**config.mk**
```make
export PLATFORM = sky130hd
export DESIGN_NAME = scan_sector_obstacle_avoider_top
export DESIGN_NICKNAME = d
export VERILOG_FILES = /design/src/sv/ssoa_pkg.sv /design/src/sv/ssoa_front.sv /design/src/sv/ssoa_queue.sv /design/src/sv/ssoa_back.sv /design/src/sv/scan_sector_obstacle_avoider_top.sv
export SDC_FILE = /design/constraint.sdc
export NUM_CORES = 1
export LEC_CHECK = 0
export BUFFER_PORTS_ARGS = -buffer_cell sky130_fd_sc_hd__buf_2
export CAP_MARGIN = 20
export CORE_MARGIN = 3
export CORE_UTILIZATION = 64
export CTS_BUF_LIST = sky130_fd_sc_hd__clkbuf_4 sky130_fd_sc_hd__clkbuf_8 sky130_fd_sc_hd__clkbuf_16
export CTS_CLUSTER_SIZE = 40
export DETAILED_ROUTE_END_ITERATION = 16
export PLACE_DENSITY_LB_ADDON = 0.12
export SLEW_MARGIN = 40
export SYNTH_ARGS = -nofsm -noshare
export SYNTH_HDL_FRONTEND = slang
export SYNTH_SLANG_ARGS = --single-unit
```
**constraint.sdc**
```tcl
create_clock -name clk_i -period 7.5 [get_ports clk_i]
set_input_delay 0.375 -clock clk_i [delete_from_list [all_inputs] [get_ports clk_i]]
set_output_delay 0.375 -clock clk_i [all_outputs]
set_load 0.1 [all_outputs]
```
**src/sv/ssoa_pkg.sv**
```systemverilog
// Shared types and constants for the scan sector obstacle avoider.
// Used by every module of the block; depends on nothing.
package ssoa_pkg;

  localparam int unsigned MaxSamples = 4096;
  localparam int unsigned QueueDepthDefault = 4;

  localparam logic [1:0] CmdSample  = 2'd0;
  localparam logic [1:0] CmdScanEnd = 2'd1;
  localparam logic [1:0] CmdTick    = 2'd2;

  localparam logic [2:0] RegAngleStart  = 3'd0;
  localparam logic [2:0] RegAngleStep   = 3'd1;
  localparam logic [2:0] RegHalfFront   = 3'd2;
  localparam logic [2:0] RegLeftArc     = 3'd3;
  localparam logic [2:0] RegRightArc    = 3'd4;
  localparam logic [2:0] RegFrontLimit  = 3'd5;
  localparam logic [2:0] RegSideLimit   = 3'd6;
  localparam logic [2:0] RegTurnTicks   = 3'd7;

  typedef enum logic [1:0] {
    OpSample  = 2'd0,
    OpScanEnd = 2'd1,
    OpTick    = 2'd2
  } op_e;

  typedef struct packed {
    logic [1:0]  command;
    logic [11:0] sample_index;
    logic [15:0] range_mm;
    logic        range_valid;
    logic        coin;
  } in_item_t;

  typedef struct packed {
    logic [2:0] motion;
    logic       front_blocked;
    logic       left_blocked;
    logic       right_blocked;
  } out_item_t;

  typedef struct packed {
    logic       we;
    logic [2:0] idx;
    logic [15:0] data;
  } cfg_wr_t;

  typedef struct packed {
    op_e         op;
    logic [15:0] range_mm;
    logic        hit_front;
    logic        hit_left;
    logic        hit_right;
    logic        coin;
  } q_entry_t;

endpackage

```
**src/sv/ssoa_front.sv**
```systemverilog
// Front end: accepts input items, forms the beam angle and classifies samples by sector.
// Depends on ssoa_pkg.
module ssoa_front (
  input  logic               clk_i,
  input  logic               rst_ni,
  input  ssoa_pkg::cfg_wr_t  cfg_i,
  input  logic               in_valid_i,
  output logic               in_ready_o,
  input  ssoa_pkg::in_item_t in_data_i,
  output logic               push_o,
  input  logic               push_ready_i,
  output ssoa_pkg::q_entry_t push_data_o
);

  logic [15:0] angle_start_q;
  logic [15:0] angle_step_q;
  logic [14:0] half_front_q;
  logic [14:0] left_arc_q;
  logic [14:0] right_arc_q;

  logic        s1_valid_q;
  logic [1:0]  s1_cmd_q;
  logic [15:0] s1_range_q;
  logic        s1_use_q;
  logic        s1_coin_q;
  logic [15:0] s1_prod_q;

  logic        drop;
  logic        advance;
  logic        take;
  logic [15:0] raw_angle;
  logic signed [17:0] d;
  logic signed [17:0] half_s;
  logic signed [17:0] left_hi;
  logic signed [17:0] right_lo;
  logic        sample_use;

  always_ff @(posedge clk_i or negedge rst_ni) begin
    if (!rst_ni) begin
      angle_start_q <= 16'h8000;
      angle_step_q  <= 16'd16;
      half_front_q  <= 15'd3641;
      left_arc_q    <= 15'd4551;
      right_arc_q   <= 15'd4551;
    end else if (cfg_i.we) begin
      case (cfg_i.idx)
        ssoa_pkg::RegAngleStart: angle_start_q <= cfg_i.data;
        ssoa_pkg::RegAngleStep:  angle_step_q  <= cfg_i.data;
        ssoa_pkg::RegHalfFront:  half_front_q  <= cfg_i.data[14:0];
        ssoa_pkg::RegLeftArc:    left_arc_q    <= cfg_i.data[14:0];
        ssoa_pkg::RegRightArc:   right_arc_q   <= cfg_i.data[14:0];
        default: ;
      endcase
    end
  end

  assign sample_use = in_data_i.range_valid &&
                      ({5'd0, in_data_i.sample_index} < 17'(ssoa_pkg::MaxSamples));

  always_comb begin
    case (s1_cmd_q)
      ssoa_pkg::CmdSample:  drop = !s1_use_q;
      ssoa_pkg::CmdScanEnd: drop = 1'b0;
      ssoa_pkg::CmdTick:    drop = 1'b0;
      default:              drop = 1'b1;
    endcase
  end

  assign advance    = s1_valid_q && (drop || push_ready_i);
  assign in_ready_o = !s1_valid_q || advance;
  assign take       = in_valid_i && in_ready_o;

  always_ff @(posedge clk_i or negedge rst_ni) begin
    if (!rst_ni) begin
      s1_valid_q <= 1'b0;
    end else if (take) begin
      s1_valid_q <= 1'b1;
    end else if (advance) begin
      s1_valid_q <= 1'b0;
    end
  end

  always_ff @(posedge clk_i) begin
    if (take) begin
      s1_cmd_q   <= in_data_i.command;
      s1_range_q <= in_data_i.range_mm;
      s1_use_q   <= sample_use;
      s1_coin_q  <= in_data_i.coin;
      s1_prod_q  <= {4'd0, in_data_i.sample_index} * angle_step_q;
    end
  end

  assign raw_angle = angle_start_q + s1_prod_q;
  assign d         = (raw_angle == 16'h8000) ? 18'sd32768 :
                     18'(signed'(raw_angle));
  assign half_s    = signed'({3'd0, half_front_q});
  assign left_hi   = half_s + signed'({3'd0, left_arc_q});
  assign right_lo  = -(half_s + signed'({3'd0, right_arc_q}));

  always_comb begin
    push_data_o.range_mm  = s1_range_q;
    push_data_o.coin      = s1_coin_q;
    push_data_o.hit_front = (d <= half_s) && (d >= -half_s);
    push_data_o.hit_left  = (d >= half_s) && (d <= left_hi);
    push_data_o.hit_right = (d >= right_lo) && (d <= -half_s);
    case (s1_cmd_q)
      ssoa_pkg::CmdScanEnd: push_data_o.op = ssoa_pkg::OpScanEnd;
      ssoa_pkg::CmdTick:    push_data_o.op = ssoa_pkg::OpTick;
      default:              push_data_o.op = ssoa_pkg::OpSample;
    endcase
  end

  assign push_o = s1_valid_q && !drop && push_ready_i;

endmodule

```
**src/sv/ssoa_queue.sv**
```systemverilog
// Short first-in first-out queue between the front end and the back end.
// Depends on ssoa_pkg for the entry type.
module ssoa_queue #(
  parameter int unsigned DEPTH = ssoa_pkg::QueueDepthDefault
) (
  input  logic               clk_i,
  input  logic               rst_ni,
  input  logic               push_i,
  output logic               push_ready_o,
  input  ssoa_pkg::q_entry_t push_data_i,
  output logic               pop_valid_o,
  input  logic               pop_i,
  output ssoa_pkg::q_entry_t pop_data_o
);

  localparam int unsigned PtrW = (DEPTH > 1) ? $clog2(DEPTH) : 1;
  localparam int unsigned CntW = $clog2(DEPTH + 1);

  ssoa_pkg::q_entry_t mem_q [DEPTH];
  logic [PtrW-1:0] wr_ptr_q, rd_ptr_q;
  logic [CntW-1:0] count_q;
  logic            do_push, do_pop;

  assign push_ready_o = (count_q != CntW'(DEPTH));
  assign pop_valid_o  = (count_q != '0);
  assign do_push      = push_i && push_ready_o;
  assign do_pop       = pop_i && pop_valid_o;
  assign pop_data_o   = mem_q[rd_ptr_q];

  always_ff @(posedge clk_i or negedge rst_ni) begin
    if (!rst_ni) begin
      wr_ptr_q <= '0;
      rd_ptr_q <= '0;
      count_q  <= '0;
    end else begin
      if (do_push) begin
        wr_ptr_q <= (wr_ptr_q == PtrW'(DEPTH - 1)) ? '0 : wr_ptr_q + 1'b1;
      end
      if (do_pop) begin
        rd_ptr_q <= (rd_ptr_q == PtrW'(DEPTH - 1)) ? '0 : rd_ptr_q + 1'b1;
      end
      if (do_push && !do_pop) begin
        count_q <= count_q + 1'b1;
      end else if (do_pop && !do_push) begin
        count_q <= count_q - 1'b1;
      end
    end
  end

  always_ff @(posedge clk_i) begin
    if (do_push) begin
      mem_q[wr_ptr_q] <= push_data_i;
    end
  end

endmodule

```
**src/sv/ssoa_back.sv**
```systemverilog
// Back end: sector minima, blocked flags at scan end, motion state machine and output register.
// Depends on ssoa_pkg.
module ssoa_back (
  input  logic               clk_i,
  input  logic               rst_ni,
  input  ssoa_pkg::cfg_wr_t  cfg_i,
  input  logic               pop_valid_i,
  output logic               pop_o,
  input  ssoa_pkg::q_entry_t pop_data_i,
  output logic               out_valid_o,
  input  logic               out_ready_i,
  output ssoa_pkg::out_item_t out_data_o
);

  typedef enum logic [2:0] {
    ModeStop    = 3'd0,
    ModeForward = 3'd1,
    ModeRight   = 3'd2,
    ModeLeft    = 3'd3,
    ModeAround  = 3'd4
  } mode_e;

  logic [15:0] front_limit_q;
  logic [15:0] side_limit_q;
  logic [13:0] turn_ticks_q;

  logic [15:0] front_min_q, left_min_q, right_min_q;
  logic        flag_front_q, flag_left_q, flag_right_q;
  mode_e       mode_q, mode_d;
  logic [15:0] ticks_q, ticks_d, ticks_dec;
  logic        out_valid_q;
  ssoa_pkg::out_item_t out_data_q;

  logic        out_free;
  logic        is_tick;
  logic [15:0] turn_x1, turn_x2, turn_x6;
  logic [16:0] turn_x6_full;

  always_ff @(posedge clk_i or negedge rst_ni) begin
    if (!rst_ni) begin
      front_limit_q <= 16'd418;
      side_limit_q  <= 16'd462;
      turn_ticks_q  <= 14'd9;
    end else if (cfg_i.we) begin
      case (cfg_i.idx)
        ssoa_pkg::RegFrontLimit: front_limit_q <= cfg_i.data;
        ssoa_pkg::RegSideLimit:  side_limit_q  <= cfg_i.data;
        ssoa_pkg::RegTurnTicks:  turn_ticks_q  <= cfg_i.data[13:0];
        default: ;
      endcase
    end
  end

  assign out_free = !out_valid_q || out_ready_i;
  assign is_tick  = (pop_data_i.op == ssoa_pkg::OpTick);
  assign pop_o    = pop_valid_i && (!is_tick || out_free);

  assign turn_x1      = {2'd0, turn_ticks_q};
  assign turn_x2      = {1'b0, turn_ticks_q, 1'b0};
  assign turn_x6_full = {1'b0, turn_ticks_q, 2'b00} + {2'b00, turn_ticks_q, 1'b0};
  assign turn_x6      = turn_x6_full[16] ? 16'hFFFF : turn_x6_full[15:0];
  assign ticks_dec    = (ticks_q != 16'd0) ? ticks_q - 16'd1 : 16'd0;

  always_comb begin
    mode_d  = mode_q;
    ticks_d = ticks_q;
    case (mode_q)
      ModeForward: begin
        if (flag_front_q || flag_left_q || flag_right_q) begin
          mode_d = ModeStop;
        end
      end
      ModeRight, ModeLeft, ModeAround: begin
        ticks_d = ticks_dec;
        if (ticks_dec == 16'd0) begin
          mode_d = ModeStop;
        end
      end
      default: begin
        if (flag_front_q) begin
          mode_d  = pop_data_i.coin ? ModeRight : ModeLeft;
          ticks_d = turn_x2;
        end else if (flag_left_q && flag_right_q) begin
          mode_d  = ModeAround;
          ticks_d = turn_x6;
        end else if (flag_left_q) begin
          mode_d  = ModeRight;
          ticks_d = turn_x1;
        end else if (flag_right_q) begin
          mode_d  = ModeLeft;
          ticks_d = turn_x1;
        end else begin
          mode_d = ModeForward;
        end
      end
    endcase
  end

  always_ff @(posedge clk_i or negedge rst_ni) begin
    if (!rst_ni) begin
      mode_q       <= ModeStop;
      ticks_q      <= 16'd0;
      front_min_q  <= 16'hFFFF;
      left_min_q   <= 16'hFFFF;
      right_min_q  <= 16'hFFFF;
      flag_front_q <= 1'b0;
      flag_left_q  <= 1'b0;
      flag_right_q <= 1'b0;
      out_valid_q  <= 1'b0;
    end else begin
      if (pop_o && is_tick) begin
        out_valid_q <= 1'b1;
      end else if (out_ready_i) begin
        out_valid_q <= 1'b0;
      end
      if (pop_o) begin
        case (pop_data_i.op)
          ssoa_pkg::OpSample: begin
            if (pop_data_i.hit_front && (pop_data_i.range_mm < front_min_q)) begin
              front_min_q <= pop_data_i.range_mm;
            end
            if (pop_data_i.hit_left && (pop_data_i.range_mm < left_min_q)) begin
              left_min_q <= pop_data_i.range_mm;
            end
            if (pop_data_i.hit_right && (pop_data_i.range_mm < right_min_q)) begin
              right_min_q <= pop_data_i.range_mm;
            end
          end
          ssoa_pkg::OpScanEnd: begin
            flag_front_q <= (front_min_q < front_limit_q);
            flag_left_q  <= (left_min_q < side_limit_q);
            flag_right_q <= (right_min_q < side_limit_q);
            front_min_q  <= 16'hFFFF;
            left_min_q   <= 16'hFFFF;
            right_min_q  <= 16'hFFFF;
          end
          ssoa_pkg::OpTick: begin
            mode_q  <= mode_d;
            ticks_q <= ticks_d;
          end
          default: ;
        endcase
      end
    end
  end

  always_ff @(posedge clk_i) begin
    if (pop_o && is_tick) begin
      out_data_q.motion        <= mode_d;
      out_data_q.front_blocked <= flag_front_q;
      out_data_q.left_blocked  <= flag_left_q;
      out_data_q.right_blocked <= flag_right_q;
    end
  end

  assign out_valid_o = out_valid_q;
  assign out_data_o  = out_data_q;

endmodule

```
**src/sv/scan_sector_obstacle_avoider_top.sv**
```systemverilog
// Top level of the scan sector obstacle avoider: front end, queue and back end.
// Depends on ssoa_pkg, ssoa_front, ssoa_queue and ssoa_back.
//
// Usage: the input channel carries scan samples, scan-end markers and control
// ticks as valid/ready transfers. Only a tick produces a result transfer on the
// output channel, giving the motion code and the three latched blocked flags.
// Configuration registers are written through cfg_we_i, cfg_idx_i and
// cfg_data_i while the block is idle, one register per cycle.
// Throughput is one input item per cycle while the queue has room: the front
// end registers the 12 by 16 product of sample index and angle step, adds the
// start angle to form the beam angle and classifies the sample into sectors
// on its way into the queue. The back end retires one queue entry per cycle
// unless a tick waits on a stalled receiver, and registers each tick result.
// When the receiver stalls, the output register holds its result and further
// ticks wait at the head of the queue; once the queue is full the input
// channel deasserts ready.
// Reset restores the default register values, clears the flags and the
// queue, empties the sector minima and puts the machine in the stopped state.
module scan_sector_obstacle_avoider_top #(
  parameter int unsigned QUEUE_DEPTH = ssoa_pkg::QueueDepthDefault
) (
  input  logic                clk_i,
  input  logic                rst_ni,
  input  logic                cfg_we_i,
  input  logic [2:0]          cfg_idx_i,
  input  logic [15:0]         cfg_data_i,
  input  logic                in_valid_i,
  output logic                in_ready_o,
  input  ssoa_pkg::in_item_t  in_data_i,
  output logic                out_valid_o,
  input  logic                out_ready_i,
  output ssoa_pkg::out_item_t out_data_o
);

  ssoa_pkg::cfg_wr_t  cfg_wr;
  ssoa_pkg::q_entry_t push_data, pop_data;
  logic               push, push_ready, pop_valid, pop;

  assign cfg_wr.we   = cfg_we_i;
  assign cfg_wr.idx  = cfg_idx_i;
  assign cfg_wr.data = cfg_data_i;

  ssoa_front u_front (
    .clk_i        (clk_i),
    .rst_ni       (rst_ni),
    .cfg_i        (cfg_wr),
    .in_valid_i   (in_valid_i),
    .in_ready_o   (in_ready_o),
    .in_data_i    (in_data_i),
    .push_o       (push),
    .push_ready_i (push_ready),
    .push_data_o  (push_data)
  );

  ssoa_queue #(
    .DEPTH (QUEUE_DEPTH)
  ) u_queue (
    .clk_i        (clk_i),
    .rst_ni       (rst_ni),
    .push_i       (push),
    .push_ready_o (push_ready),
    .push_data_i  (push_data),
    .pop_valid_o  (pop_valid),
    .pop_i        (pop),
    .pop_data_o   (pop_data)
  );

  ssoa_back u_back (
    .clk_i       (clk_i),
    .rst_ni      (rst_ni),
    .cfg_i       (cfg_wr),
    .pop_valid_i (pop_valid),
    .pop_o       (pop),
    .pop_data_i  (pop_data),
    .out_valid_o (out_valid_o),
    .out_ready_i (out_ready_i),
    .out_data_o  (out_data_o)
  );

endmodule
```
## After elaboration in Yosys (flattened, before gate mapping)

Memories as Yosys holds them, arrays and structs flattened.
Index checks and enable logic that the tools add are counted.

- $add $sub $neg: 11
- $mul: 1
- Order comparisons: 12
- Equal/unequal tests: 22
- Multiplexer cells: 34
- Bitwise operators: 1
- Reductions and logical operators: 57

Operators with widths:

| operator | number |
|---|---|
| 16-bit 2-to-1 mux | 9 |
| 16-bit case mux with 2 select lines | 4 |
| 16-bit < comparator | 6 |
| 18-bit >= comparator | 2 |
| 18-bit <= comparator | 2 |
| 15-bit by 15-bit adder with 16-bit output | 2 |
| 3-bit 2-to-1 mux | 7 |
| 2-bit AND reduction | 10 |
| 18-bit by 16-bit >= comparator with 1-bit output | 1 |
| 18-bit by 16-bit <= comparator with 1-bit output | 1 |
| 18-bit 2-to-1 mux | 1 |
| 15-bit negator with 18-bit output | 1 |
| 18-bit negator | 1 |
| 16-bit by 15-bit adder with 17-bit output | 1 |
| 1-bit logical AND | 17 |
| 16-bit adder | 1 |
| 16-bit equality test (second input constant) | 1 |
| 16-bit logical NOT | 1 |
| 12-bit by 16-bit multiplier with 16-bit output | 1 |
| 16-bit nonzero test | 1 |
| 16-bit by 1-bit subtractor with 16-bit output (second input constant) | 1 |
| 3-bit equality test (second input constant) | 5 |
| 3-bit by 2-bit equality test with 1-bit output (second input constant) | 4 |
| 3-bit AND reduction | 3 |
| 24 further kinds | 55 |

- Register bits: 244
- Bits in writable memories: 88
- Logic and storage cells: 169
- Memories kept: 1

Memories:

| memory | depth | bits a word | read ports | clocked after Yosys merged registers in | wr ports | RTL line | source |
|---|---|---|---|---|---|---|---|
| u_queue.mem_q | 4 | 22 | 1 | 0 | 1 | ssoa_queue.sv:19 | `ssoa_pkg::q_entry_t mem_q [DEPTH];` |

## Depth between registers and ports, before layout

- Depth in word-level cells: 11
- Depth in mapped cells: 20
- Gate-level depth less buffers: 20

## By module

From an unflattened synthesis, not the netlist that was laid out.

- Cell total of the unflattened synthesis: 2237
- Area, all modules: 23839.1 um^2

Modules (own cells, without submodules):

| module | times used | cells an instance | area an instance (um^2) | sequential area each (um^2) |
|---|---|---|---|---|
| ssoa_front | 1 | 1172 | 11521.0 | 3061.7 |
| ssoa_back | 1 | 914 | 8707.1 | 3183.1 |
| ssoa_queue | 1 | 151 | 3611.0 | 2817.7 |

## Worst setup path before layout

OpenSTA, ideal clock, no wires.

- Kind: register -> register
- Start point: register u_front.s1_prod_q[0]
- End point: memory u_queue.mem_q[0][1] (netlist bit) (data pin)
- Arrival: 4918 ps
- Path slack: 2318 ps
- Stages on the path, launching flop included: 20
- Period minus slack after synthesis: 5182 ps
- Path through: edfxtp_1 > ha_1 > fa_1 > a21o_2 > a221oi_2 > xnor2_1 > or4_1 > or4_1 > or3_4 > o31ai_4 > inv_1 > ha_1 > nand2_1 > nor4_1 > nand4_1 > o21ai_0 > o221ai_1 > a21oi_1 > a41oi_1 > o21ba_1

RTL lines:

| what | RTL line | source |
|---|---|---|
| start: declaration | ssoa_front.sv:26 | `logic [15:0] s1_prod_q;` |
| start signal: assignment | ssoa_front.sv:89 | `s1_prod_q <= {4'd0, in_data_i.sample_index} * angle_step_q;` |
| end: declaration | ssoa_queue.sv:19 |  |

==> flow_summary_export.csv <==
group,metric,value,unit
floorplan,coreArea,36000,sq um
sta,hold_ws,0.0216,ns
logic_synthesis,synth_compound_area_share,12.2,%
logic_synthesis,synth_cells,2222,
power,peakVddDrop,0.662,mV
drt,dr_total_vias,17200,
cts,clock-sinks,332,
floorplan,num_rows,69,
critical_path,worstPathCellList,"ha_1, fa_1, a21o_2, a221oi_2, xnor2_1, or4_1, or4_1, or3_4, o31ai_4, inv_1, ha_1, nand2_1, nor4_1, nand4_1, o21ai_0, o221ai_1, a21oi_1, a41oi_1, o21ba_1",
logic_synthesis,synthArstFlopShare,60.8,%
sta,worst_pin_slew,0.862,ns
worst_hold_path,worstHoldStart,"in_valid_i",
sta,min_period,5.82,ns
critical_path,critical_path_class,"reg2reg",
drt,drt_iter0_drc,1313,
floorplan,io_pins,64,
critical_path,cpPeakStageDelay,0.54,ns
power,cellPowerDensity,479,nW/um^2
logic_synthesis,synth.area.mux_share,8.14,%
sta,slew_viol_final,0,
critical_path,critPathArrivalTime,6.09,ns
status,status,"completed",
critical_path,required,7.77,ns
logic_synthesis,synth_xor_area_share,3.84,%
sta,rsz0062_at_grt,"false",
placement,gp_congestion,0.921,
critical_path,crit_slowest_cell,"or4_1",
global_routing,grt_pass1_wl,92100,um
drt,vias_per_cell,6.15,
critical_path,critical_path.reg2reg.endpoint,"u_queue.mem_q[2][1]",
logic_synthesis,yosys_register_bits,332,
cts,cts_tree,"built",
cts,clk_pin_slew,0.06,ns
layout,area_growth,10.1,%
critical_path,cp-start-kind,"flop",
logic_synthesis,synth_cell_types,91,
placement,port_buffers,63,
logic_synthesis,synthSimpleGateAreaFrac,12.0,%
placement,dpl_worst_slack,1.81,ns
cts,cts_root_buffer,"clkbuf_16",
logic_synthesis,synthAdderAreaFrac,20.9,%
logic_synthesis,synth_area_per_cell,10.6,sq um
layout,multi_input_area,13600,sq um
worst_hold_path,hold_end,"u_front.s1_valid_q",
worst_hold_path,hold_depth,2,
layout,fill_cells,2558,
floorplan,fp.dieH,198,um
sta,worst_slack,1.68,ns
critical_path,path_buf_inv,1,
logic_synthesis,synth_top_family_by_area,"adder cells",
global_routing,grt_start_max_net_pins,118,
layout,design_area,26000,sq um
critical_path,timing.critical_path.max_delay_family,"simple AND/OR/NAND/NOR gates",
global_routing,grt_pass1_vias,17600,
flow_run,cap_violations,0,
critical_path,cp_max_fo,5,
cts,htree_levels,2,
logic_synthesis,yosysSeqAreaShare,38.3,%
sta,maxSlewHeadroom,42.3,%
drt,routedWlPerCell,20.1,um
floorplan,start_util,65.7,%
drt,drc,0,
critical_path,reg2reg_from,"u_front.s1_prod_q[0]",
logic_synthesis,synth_top_cell_by_area,"edfxtp_1",
power,total_leakage_power,0.0116,uW
floorplan,die_width,198,um
floorplan,dieArea,39300,sq um
sta,setup_tns,0,ns
logic_synthesis,yosysWarnings,0,
placement,dp_hpwl,40500,um
critical_path,worstSetupEndpointType,"flop",
global_routing,antenna_found_initial,1,
drt,drtPass1Iterations,5,
drt,drt_wl_total,56200,um
worst_hold_path,min_path_type,"in2reg",
cts,clock_latency,0.57,ns
cts,clockBufferDepth,3,
sta,fmax,0.172,GHz
layout,nets,2704,
placement,placed_area,24500,sq um
sta,fin_skew,0.0329,ns
logic_synthesis,synth-main-ff-cell,"edfxtp_1",
drt,drtAntennaViolNets,0,
sta,finalSetupViolCount,0,
layout,seqCellArea,9060,sq um
global_routing,grt-ovfl-total,0,
critical_path,r2r_setup_slack,1.68,ns
layout,antenna_cells,0,
layout,layout_common_cells,"ha_1 (260), inv_1 (226), nand2_1 (161)",
sta,hold_violations,0,
critical_path,reg2reg_depth,19,
cts,numCtsBuffers,37,
layout,layout_commonest_cell,"ha_1",
logic_synthesis,synth_top_area_share,16.5,%
global_routing,grt_use_total,29.7,%
layout,drive_gt1_share,16.9,%
logic_synthesis,synth_edf_count,130,
logic_synthesis,syn_area,23700,sq um
logic_synthesis,synth_area_leaders,"edfxtp_1 (16%), ha_1 (14%), dfrtp_1 (13%)",
sta,period_share,77.6,%
logic_synthesis,synthesis.nets,2623,
-- metrics by stage --
step	cells	total power [uW]	utilization, %
2_1_floorplan	2222	8700	-
3_3_place_gp	2701	10200	68.0
3_5_place_dp	2704	10500	68.1
4_1_cts	2793	12500	72.3
5_1_grt	2793	13700	72.3
6_report	2793	12500	72.3
-- cell usage after synthesis, types with 54 or more instances --
cell type and number:
a21oi_1 96, ha_1 261, dfstp_2 83, dfrtp_1 119
clkbuf_1 54, nor2_1 131, o21ai_0 69, fa_1 84
inv_1 226, edfxtp_1 130, nand2_1 161, mux2_2 111
xnor2_1 63
-- where the power goes --
group	switching, uW	internal, uW	total, uW
Combinational	4300	3260	7550
Clock	758	1160	1920
Sequential	394	2610	3010
Total	5450	7030	12500
-- cell type report --
cell class              instances  share of cell area, %
clock buffers                  53                   4.16
clock inverters                15                  0.870
inverters                     227                   3.27
multi-input cells            1602                   52.0
flip-flops and latches        332                   34.8
well taps                     461                   2.21
repair buffers                103                   2.65
-- worst max-delay path by stage --
stage	startpoint	end	slack, ns	cells after the start
after floorplan	u_front.s1_prod_q[0]	u_queue.mem_q[0][1]	2.32	19
after global placement	u_front.s1_prod_q[0]	u_queue.mem_q[2][1]	1.91	19
after detailed placement	u_front.s1_prod_q[0]	u_queue.mem_q[1][1]	1.81	19
after global routing	u_front.s1_prod_q[0]	u_queue.mem_q[2][1]	1.44	19
final	u_front.s1_prod_q[0]	u_queue.mem_q[2][1]	1.68	19
after CTS	u_front.s1_prod_q[0]	u_queue.mem_q[2][1]	1.77	19
-- cells by family after synthesis --
family                     count (synthesis)
and+or+nand+nor                          575
AOI/OAI and AO/OA                        428
adders and majority gates                345
DFF                                      332
buffers and inverters                    288
muxes                                    151
xor gates and xnor gates                 103
-- flip-flops by register name, indices dropped and copies added, names as in the netlist, 16 cells and up --
register	flops
u_front.angle_start_q	16
u_back.front_min_q	16
u_front.s1_prod_q	16
u_back.left_min_q	16
u_back.ticks_q	16
u_queue.mem_q	88
u_back.front_limit_q	16
u_back.side_limit_q	16
u_front.angle_step_q	16
u_back.right_min_q	16
u_front.s1_range_q	16
-- routing by layer --
layer / global-route usage [%] / vias to the layer above / share of wire [%]
li1: - / 8103 / -
met1: 41.8 / 8473 / 44
met2: 47.7 / 496 / 46
met3: 4.95 / 118 / 6.2
met4: 9.02 / 0 / 3.1
met5: 0 / - / 0
-- worst register-to-register path: stages, from the launching register on --
cell and delay [ns]:
edfxtp_1 0.36, ha_1 0.24, fa_1 0.41, a21o_2 0.26, a221oi_2 0.31, xnor2_1 0.22, or4_1 0.54, or4_1 0.47
or3_4 0.39, o31ai_4 0.21, inv_1 0.15, ha_1 0.34, nand2_1 0.06, nor4_1 0.43, nand4_1 0.18, o21ai_0 0.31
o221ai_1 0.21, a21oi_1 0.19, a41oi_1 0.06, o21ba_1 0.24
-- timing repair --
| item | CTS | global route |
|---|---|---|
| hold buffers | 21 | 0 |
| gates resized for setup | 0 | 0 |
| setup buffers | 0 | 0 |
| endpoints found under the hold margin | 81 | 0 |
Note: power is estimated with default switching activity, not from simulation.
